--- config.mk ---
export PLATFORM = sky130hd
export DESIGN_NAME = nearest_neighbor_downscaler
export DESIGN_NICKNAME = d
export VERILOG_FILES = /design/src/hdl/nnd_pkg.sv /design/src/hdl/nnd_cfg.sv /design/src/hdl/nnd_select.sv /design/src/hdl/nearest_neighbor_downscaler.sv
export SDC_FILE = /design/constraint.sdc
export NUM_CORES = 1
export LEC_CHECK = 0
export ABC_AREA = 1
export BUFFER_PORTS_ARGS = -buffer_cell sky130_fd_sc_hd__buf_4
export CAP_MARGIN = 20
export CORE_MARGIN = 3
export CORE_UTILIZATION = 55
export CTS_BUF_LIST = sky130_fd_sc_hd__clkbuf_4 sky130_fd_sc_hd__clkbuf_8 sky130_fd_sc_hd__clkbuf_16
export DETAILED_ROUTE_END_ITERATION = 8
export PLACE_DENSITY = 0.71
export SYNTH_ARGS = -nofsm -noshare
export SYNTH_HDL_FRONTEND = slang
export SYNTH_SLANG_ARGS = --single-unit
--- constraint.sdc ---
create_clock -name clk_i -period 10.2 [get_ports clk_i]
set_input_delay 2.04 -clock clk_i [delete_from_list [all_inputs] [get_ports clk_i]]
set_output_delay 2.04 -clock clk_i [all_outputs]
set_load 0.02 [all_outputs]
--- src/hdl/nnd_pkg.sv ---
// Shared types and constants for the nearest-neighbor downscaler.
// No dependencies; imported by every module of the block.
package nnd_pkg;

  // Largest source tile side; sets counter and accumulator widths.
  localparam int unsigned MAX_DIM = 256;
  localparam int unsigned DIM_W   = $clog2(MAX_DIM);
  localparam int unsigned CMP_W   = DIM_W + 1;
  localparam int unsigned ACC_W   = 2 * DIM_W;

  // Fixed field widths of the registers and the stream words.
  localparam int unsigned SRC_W   = 9;
  localparam int unsigned DST_W   = 8;
  localparam int unsigned PIX_W   = 8;
  localparam int unsigned IDX_W   = 2;

  // Register reset values.
  localparam logic [SRC_W-1:0] SRC_WIDTH_RST  = SRC_W'(48);
  localparam logic [SRC_W-1:0] SRC_HEIGHT_RST = SRC_W'(96);
  localparam logic [DST_W-1:0] DST_WIDTH_RST  = DST_W'(36);
  localparam logic [DST_W-1:0] DST_HEIGHT_RST = DST_W'(72);

  // Configuration register indexes.
  typedef enum logic [IDX_W-1:0] {
    CFG_SRC_WIDTH  = 2'd0,
    CFG_SRC_HEIGHT = 2'd1,
    CFG_DST_WIDTH  = 2'd2,
    CFG_DST_HEIGHT = 2'd3
  } cfg_idx_e;

  // Effective (clamped) tile geometry.
  typedef struct packed {
    logic [SRC_W-1:0] w;
    logic [SRC_W-1:0] h;
    logic [DST_W-1:0] dw;
    logic [DST_W-1:0] dh;
  } dims_t;

  // Selection outcome for the word in the input stage.
  typedef struct packed {
    logic hit;
    logic row_end;
    logic tile_end;
  } sel_t;

endpackage

--- src/hdl/nnd_cfg.sv ---
// Configuration registers and size clamping for the downscaler.
// Depends on nnd_pkg.
module nnd_cfg (
  input  logic                       clk_i,
  input  logic                       rst_ni,
  input  logic                       cfg_we_i,
  input  logic [nnd_pkg::IDX_W-1:0]  cfg_idx_i,
  input  logic [nnd_pkg::SRC_W-1:0]  cfg_data_i,
  output nnd_pkg::dims_t             dims_o
);
  import nnd_pkg::*;

  logic [SRC_W-1:0] src_w_q, src_h_q;
  logic [DST_W-1:0] dst_w_q, dst_h_q;
  logic [SRC_W-1:0] w_eff, h_eff, w_m1, h_m1;

  // Register writes
  always_ff @(posedge clk_i or negedge rst_ni) begin
    if (!rst_ni) begin
      src_w_q <= SRC_WIDTH_RST;
      src_h_q <= SRC_HEIGHT_RST;
      dst_w_q <= DST_WIDTH_RST;
      dst_h_q <= DST_HEIGHT_RST;
    end else if (cfg_we_i) begin
      unique case (cfg_idx_e'(cfg_idx_i))
        CFG_SRC_WIDTH:  src_w_q <= cfg_data_i;
        CFG_SRC_HEIGHT: src_h_q <= cfg_data_i;
        CFG_DST_WIDTH:  dst_w_q <= cfg_data_i[DST_W-1:0];
        CFG_DST_HEIGHT: dst_h_q <= cfg_data_i[DST_W-1:0];
        default: ;
      endcase
    end
  end

  // Source sizes saturate into [2, MAX_DIM]
  always_comb begin
    if (src_w_q < SRC_W'(2))            w_eff = SRC_W'(2);
    else if (src_w_q > SRC_W'(MAX_DIM)) w_eff = SRC_W'(MAX_DIM);
    else                                w_eff = src_w_q;
    if (src_h_q < SRC_W'(2))            h_eff = SRC_W'(2);
    else if (src_h_q > SRC_W'(MAX_DIM)) h_eff = SRC_W'(MAX_DIM);
    else                                h_eff = src_h_q;
  end

  assign w_m1 = w_eff - SRC_W'(1);
  assign h_m1 = h_eff - SRC_W'(1);

  // Output sizes: zero reads as one, too large clamps to source minus one
  always_comb begin
    dims_o.w = w_eff;
    dims_o.h = h_eff;
    if (dst_w_q == '0)                      dims_o.dw = DST_W'(1);
    else if (SRC_W'(dst_w_q) > w_m1)        dims_o.dw = w_m1[DST_W-1:0];
    else                                    dims_o.dw = dst_w_q;
    if (dst_h_q == '0)                      dims_o.dh = DST_W'(1);
    else if (SRC_W'(dst_h_q) > h_m1)        dims_o.dh = h_m1[DST_W-1:0];
    else                                    dims_o.dh = dst_h_q;
  end

endmodule

--- src/hdl/nnd_select.sv ---
// Position counters and add-compare accumulators deciding which source
// word is kept. Depends on nnd_pkg.
module nnd_select (
  input  logic           clk_i,
  input  logic           rst_ni,
  input  nnd_pkg::dims_t dims_i,
  input  logic           adv_i,
  output nnd_pkg::sel_t  sel_o
);
  import nnd_pkg::*;

  logic [DIM_W-1:0] in_col_q, in_col_d, in_row_q, in_row_d;
  logic [DIM_W-1:0] out_col_q, out_col_d, out_row_q, out_row_d;
  logic [ACC_W-1:0] col_in_acc_q, col_in_acc_d, col_out_acc_q, col_out_acc_d;
  logic [ACC_W-1:0] row_in_acc_q, row_in_acc_d, row_out_acc_q, row_out_acc_d;

  logic [ACC_W:0]   col_lim, row_lim;
  logic             col_hit, row_hit, row_open, last_col, last_row;
  logic             last_in_col, last_in_row;
  logic [ACC_W-1:0] w_m1, h_m1;

  assign w_m1 = ACC_W'(dims_i.w - SRC_W'(1));
  assign h_m1 = ACC_W'(dims_i.h - SRC_W'(1));

  // Hit tests: in_acc <= out_acc < in_acc + dst size
  assign col_lim  = {1'b0, col_in_acc_q} + (ACC_W+1)'(dims_i.dw);
  assign row_lim  = {1'b0, row_in_acc_q} + (ACC_W+1)'(dims_i.dh);
  assign col_hit  = (col_in_acc_q <= col_out_acc_q) && ({1'b0, col_out_acc_q} < col_lim);
  assign row_hit  = (row_in_acc_q <= row_out_acc_q) && ({1'b0, row_out_acc_q} < row_lim);
  assign row_open = CMP_W'(out_row_q) < CMP_W'(dims_i.dh);

  assign last_col    = (CMP_W'(out_col_q) + CMP_W'(1)) >= CMP_W'(dims_i.dw);
  assign last_row    = (CMP_W'(out_row_q) + CMP_W'(1)) >= CMP_W'(dims_i.dh);
  assign last_in_col = (CMP_W'(in_col_q) + CMP_W'(1)) >= CMP_W'(dims_i.w);
  assign last_in_row = (CMP_W'(in_row_q) + CMP_W'(1)) >= CMP_W'(dims_i.h);

  always_comb begin
    sel_o.hit      = col_hit && row_hit && row_open;
    sel_o.row_end  = last_col;
    sel_o.tile_end = last_col && last_row;
  end

  // Next state: output position first, then source position overrides
  always_comb begin
    in_col_d      = in_col_q;
    in_row_d      = in_row_q;
    out_col_d     = out_col_q;
    out_row_d     = out_row_q;
    col_in_acc_d  = col_in_acc_q;
    col_out_acc_d = col_out_acc_q;
    row_in_acc_d  = row_in_acc_q;
    row_out_acc_d = row_out_acc_q;

    if (sel_o.hit) begin
      if (last_col) begin
        out_col_d     = '0;
        col_out_acc_d = '0;
        out_row_d     = out_row_q + DIM_W'(1);
        row_out_acc_d = row_out_acc_q + h_m1;
      end else begin
        out_col_d     = out_col_q + DIM_W'(1);
        col_out_acc_d = col_out_acc_q + w_m1;
      end
    end

    if (last_in_col) begin
      in_col_d      = '0;
      col_in_acc_d  = '0;
      out_col_d     = '0;
      col_out_acc_d = '0;
      if (last_in_row) begin
        // tile done: start the next one from the origin
        in_row_d      = '0;
        out_row_d     = '0;
        row_in_acc_d  = '0;
        row_out_acc_d = '0;
      end else begin
        in_row_d     = in_row_q + DIM_W'(1);
        row_in_acc_d = row_in_acc_q + ACC_W'(dims_i.dh);
      end
    end else begin
      in_col_d     = in_col_q + DIM_W'(1);
      col_in_acc_d = col_in_acc_q + ACC_W'(dims_i.dw);
    end
  end

  // State registers advance once per consumed word
  always_ff @(posedge clk_i or negedge rst_ni) begin
    if (!rst_ni) begin
      in_col_q      <= '0;
      in_row_q      <= '0;
      out_col_q     <= '0;
      out_row_q     <= '0;
      col_in_acc_q  <= '0;
      col_out_acc_q <= '0;
      row_in_acc_q  <= '0;
      row_out_acc_q <= '0;
    end else if (adv_i) begin
      in_col_q      <= in_col_d;
      in_row_q      <= in_row_d;
      out_col_q     <= out_col_d;
      out_row_q     <= out_row_d;
      col_in_acc_q  <= col_in_acc_d;
      col_out_acc_q <= col_out_acc_d;
      row_in_acc_q  <= row_in_acc_d;
      row_out_acc_q <= row_out_acc_d;
    end
  end

endmodule

--- src/hdl/nearest_neighbor_downscaler.sv ---
// Top level of the nearest-neighbor downscaler: input register, selection
// and output register. Depends on nnd_pkg, nnd_cfg and nnd_select.
//
// Usage:
//   Source pixels enter on s_axis in raster order, one word per pixel.
//   Kept pixels leave on m_axis; tuser[0] marks the last pixel of an output
//   row and tlast the last pixel of the output tile. After the last source
//   pixel of a tile the counters clear and the next tile starts.
//   Sizes are written through cfg_we_i / cfg_idx_i / cfg_data_i (index 0
//   source width, 1 source height, 2 output width, 3 output height) while
//   the stream is idle; they take effect on the next word.
//   A kept pixel is registered in the input stage and then in the output
//   stage, which drives m_axis. Throughput: one word per cycle while no
//   kept word waits for a stalled m_axis, set by the single add-compare
//   pass between the two registers.
//   When m_axis stalls, the word in the input stage still moves on if it is
//   not kept; a kept word waits there and s_axis_tready drops only when
//   both stages are full.
//   Reset clears both stages, the counters and loads the default sizes
//   48 x 96 to 36 x 72.
module nearest_neighbor_downscaler (
  input  logic                       clk_i,
  input  logic                       rst_ni,
  // configuration write port
  input  logic                       cfg_we_i,
  input  logic [nnd_pkg::IDX_W-1:0]  cfg_idx_i,
  input  logic [nnd_pkg::SRC_W-1:0]  cfg_data_i,
  // source stream
  input  logic                       s_axis_tvalid,
  output logic                       s_axis_tready,
  input  logic [7:0]                 s_axis_tdata,   // [7:0] pixel_in
  // result stream
  output logic                       m_axis_tvalid,
  input  logic                       m_axis_tready,
  output logic [7:0]                 m_axis_tdata,   // [7:0] pixel_out
  output logic                       m_axis_tlast,   // tile_end
  output logic [0:0]                 m_axis_tuser    // [0] row_end
);
  import nnd_pkg::*;

  dims_t            dims;
  sel_t             sel;
  logic             in_valid_q;
  logic [PIX_W-1:0] in_pix_q;
  logic             out_valid_q;
  logic [PIX_W-1:0] out_pix_q;
  logic             out_row_end_q, out_tile_end_q;
  logic             out_free, adv, load_out;

  nnd_cfg u_cfg (
    .clk_i      (clk_i),
    .rst_ni     (rst_ni),
    .cfg_we_i   (cfg_we_i),
    .cfg_idx_i  (cfg_idx_i),
    .cfg_data_i (cfg_data_i),
    .dims_o     (dims)
  );

  nnd_select u_select (
    .clk_i  (clk_i),
    .rst_ni (rst_ni),
    .dims_i (dims),
    .adv_i  (adv),
    .sel_o  (sel)
  );

  // Handshake: input stage drains unless a kept word meets a full output
  assign out_free      = !out_valid_q || m_axis_tready;
  assign adv           = in_valid_q && (!sel.hit || out_free);
  assign load_out      = adv && sel.hit;
  assign s_axis_tready = !in_valid_q || adv;

  // Input stage
  always_ff @(posedge clk_i or negedge rst_ni) begin
    if (!rst_ni) begin
      in_valid_q <= 1'b0;
    end else if (s_axis_tready) begin
      in_valid_q <= s_axis_tvalid;
    end
  end

  always_ff @(posedge clk_i) begin
    if (s_axis_tready && s_axis_tvalid) begin
      in_pix_q <= s_axis_tdata;
    end
  end

  // Output stage
  always_ff @(posedge clk_i or negedge rst_ni) begin
    if (!rst_ni) begin
      out_valid_q <= 1'b0;
    end else if (load_out) begin
      out_valid_q <= 1'b1;
    end else if (m_axis_tready) begin
      out_valid_q <= 1'b0;
    end
  end

  always_ff @(posedge clk_i) begin
    if (load_out) begin
      out_pix_q      <= in_pix_q;
      out_row_end_q  <= sel.row_end;
      out_tile_end_q <= sel.tile_end;
    end
  end

  assign m_axis_tvalid   = out_valid_q;
  assign m_axis_tdata    = out_pix_q;
  assign m_axis_tlast    = out_tile_end_q;
  assign m_axis_tuser[0] = out_row_end_q;

endmodule
==> metrics.txt <==
async set or reset register ratio after synthesis=0.880; ys flop type=dfrtp_1; CP max stage delay=approximately 0.4 ns; area taken by multi-input logic gates=between 0.008 and 0.009 mm2; Hold Vio Cnt, Final=0; clock insertion delay at the later pin of the skew report=0.43 ns; Post-synth top cells=nand2_1 (516), inv_1 (262), ha_1 (171); clk sink count=150; Layout fillers=2215; # DRC=0; root buffer selected by CTS=clkbuf_16; 1st-pass router iterations=5; Total GRT Usage=0.256; fin cells=2209; full die area=0.0261 mm2; Via density=5.40; Setup crit end kind=primary output; Starting Density=0.564; Yosys warning count=0; setup repair after global routing missed its margin=false; largest net degree at the start of global routing=70; Vias=11900; Worst-Margin Slew=0.971 ns; Gate Count Post-Synth=1849; crit start category=flip-flop; Leak=7.91 nW; CP bufs+invs=4; post-route antenna net violation count=0; layout cells sized above 1=0.0773; Synth Cell Area=between 0.01 and 0.015 mm2; pwr/cell area=330 mW/mm2; critical-path maximum fanout=11; Crit Reg-Reg Endpoint=u_select.col_in_acc_q[2]$_DFFE_PN0P_; reg2reg path depth=44; global-route wire length before repair=55.0 mm; top cells by area, synth=dfrtp_1 (23%), ha_1 (16%), nand2_1 (15%); Min-Delay Path Depth=0; EDFF count, synth=18; TNS Setup=0 ns; H-tree levels=4; final setup violation count=0; fin nets=between 2000 and 2500; Die Ht=162 um; minimum clock period=9.54 ns; area share of the largest cell type after synthesis=0.233; Worst Path Arrival=~7.5 ns; PostCTS Resize Cnt=0; initial antenna violation count=0; area taken by flip-flops and latches=0.00385 mm2; routed wire length=32.9 mm; placer congestion estimate=0.895; Mean Syn Cell Area=roughly 7 um2; Core Region=between 0.02 and 0.025 mm2; GRT overflow=0; top-count cell post-synth=nand2_1; Max VDD drop=around 0.17 mV; Slew HR=0.351; worst hold endpoint=m_axis_tdata[0]$_DFFE_PP_; part of the cycle the worst path needs=0.935; Die X=162 um; vias in the first global route=between 10000 and 15000; highest-delay cell along the critical path=fa_1; Top cell by count, worst path=nand2_1; Final Skew=0.0126 ns; placed wire-length estimate=24.3 mm; num ports=36; DR WL/cell=14.9 um; post-synth cell types=52; CTS tree=yes; area growth from synthesis to layout=8.28%; #FFs+latches synth=150; clock buffer depth=2; clk slew on worst S/H paths=about 0.07 ns; CP top delay family=simple AND/OR/NAND/NOR gates; register area share after synthesis=0.290; min-delay src=in_pix_q[0]$_DFFE_PP_; cell count after placement=2176; status=finished, final reports clean; hold crit path type=reg -> reg; drt first-iter violations=approximately 840; PortBufs=35; Cell Rows=56; setup slack, reg-to-reg=1.63 ns; cts bufs inserted=17; critical setup path kind=reg -> out; post-CTS setup buffers=0; CTS Hold Buffers Added=0; Achievable Freq=around 100 MHz; required time worst endpoint=a little over 8 ns; Yosys top cell by area=dfrtp_1; max cap viols=0; pins over their slew limit=0; RR Startpoint=u_cfg.src_w_q[6]$_DFFE_PN0P_
-- metrics by stage --
step                utilization  cell area [um2]  hold slack, ns  total power [mW]  setup WS [ns]
floorplan                     -            13300           0.400              3.34           2.30
finish                    0.610            14400           0.412              4.75          0.658
global route              0.610            14400           0.432              5.25        0.00969
detailed placement        0.585            13800           0.406              4.07           1.21
global placement          0.585            13800           0.401              3.98           1.41
CTS                       0.610            14400           0.416              4.74          0.703
-- routing by layer --
layer  part of all wire  global-route usage
met2               0.47               0.431
met3              0.045              0.0331
met5                  0                   0
met1               0.47               0.349
met4              0.016              0.0657
-- power breakdown --
part	switching [mW]	leakage [nW]	total [mW]	internal, mW
registers	0.184	1.88	0.959	0.776
logic	2.08	5.76	3.14	1.06
clock network	0.273	0.276	0.653	0.380
-- how the worst max path moves through the flow --
stage | depth (start not counted) | end | start
detailed placement | 41 | s_axis_tready | u_cfg.src_w_q[6]$_DFFE_PN0P_
floorplan | 41 | s_axis_tready | u_cfg.src_w_q[5]$_DFFE_PN1P_
global route | 41 | s_axis_tready | u_cfg.src_w_q[6]$_DFFE_PN0P_
CTS | 41 | s_axis_tready | u_cfg.src_w_q[6]$_DFFE_PN0P_
global placement | 41 | s_axis_tready | u_cfg.src_w_q[6]$_DFFE_PN0P_
finish | 41 | s_axis_tready | u_cfg.src_w_q[6]$_DFFE_PN0P_
-- logic make-up after synthesis --
| logic type | synth area share |
|---|---|
| xor+xnor | 0.0500 |
| flops | 0.290 |
| buf+inv | 0.0974 |
| fa+ha+maj | 0.167 |
| other cells | 0.000282 |
| simple gates | 0.284 |
| compound gates | 0.112 |
-- registers in the layout (all words and copies together), names as in the netlist, 9 cells and up --
register                count
u_cfg.src_h_q               9
u_select.col_out_acc_q     16
u_select.row_out_acc_q     16
u_select.row_in_acc_q      16
u_select.col_in_acc_q      16
u_cfg.src_w_q               9
-- cell type report --
| class | count | area share |
|---|---|---|
| Multi-Input combinational cell | 1391 | 0.570 |
| Sequential cell | 150 | 0.267 |
| Inverter | 274 | 0.0716 |
| Clock buffer | 20 | 0.0323 |
| Tap cell | 319 | 0.0277 |
| Timing Repair Buffer | 42 | 0.0221 |
| Clock inverter | 12 | 0.00894 |
| Antenna cell | 1 | 0.000174 |
-- cell usage in the layout, fill, tap and decap left out, types with 3 or more instances in the layout --
master / synthesis / final
clkbuf_16: 0 / 18
a21o_1: 7 / 7
buf_4: 8 / 41
nor2_2: 7 / 7
clkinv_2: 0 / 3
xnor2_1: 15 / 15
fa_1: 4 / 4
o21bai_1: 6 / 6
or2_2: 3 / 3
inv_1: 262 / 262
a31oi_1: 5 / 5
dfrtp_1: 124 / 124
nor2_4: 3 / 3
nand3b_1: 7 / 7
nand2_1: 516 / 516
o21ai_0: 92 / 92
nand3_1: 122 / 122
a211oi_1: 3 / 3
conb_1: 1 / 12
xor2_1: 61 / 61
inv_2: 11 / 11
nand4_1: 24 / 24
o211ai_1: 29 / 29
nand3_2: 22 / 22
nand2_2: 7 / 7
nor3_1: 20 / 20
nor2_1: 118 / 118
nor4_1: 5 / 5
dfstp_2: 8 / 8
ha_1: 171 / 171
o21ai_1: 21 / 21
a21oi_1: 89 / 88
edfxtp_1: 18 / 18
clkinvlp_4: 0 / 6
(Power assumes the default switching activity.)
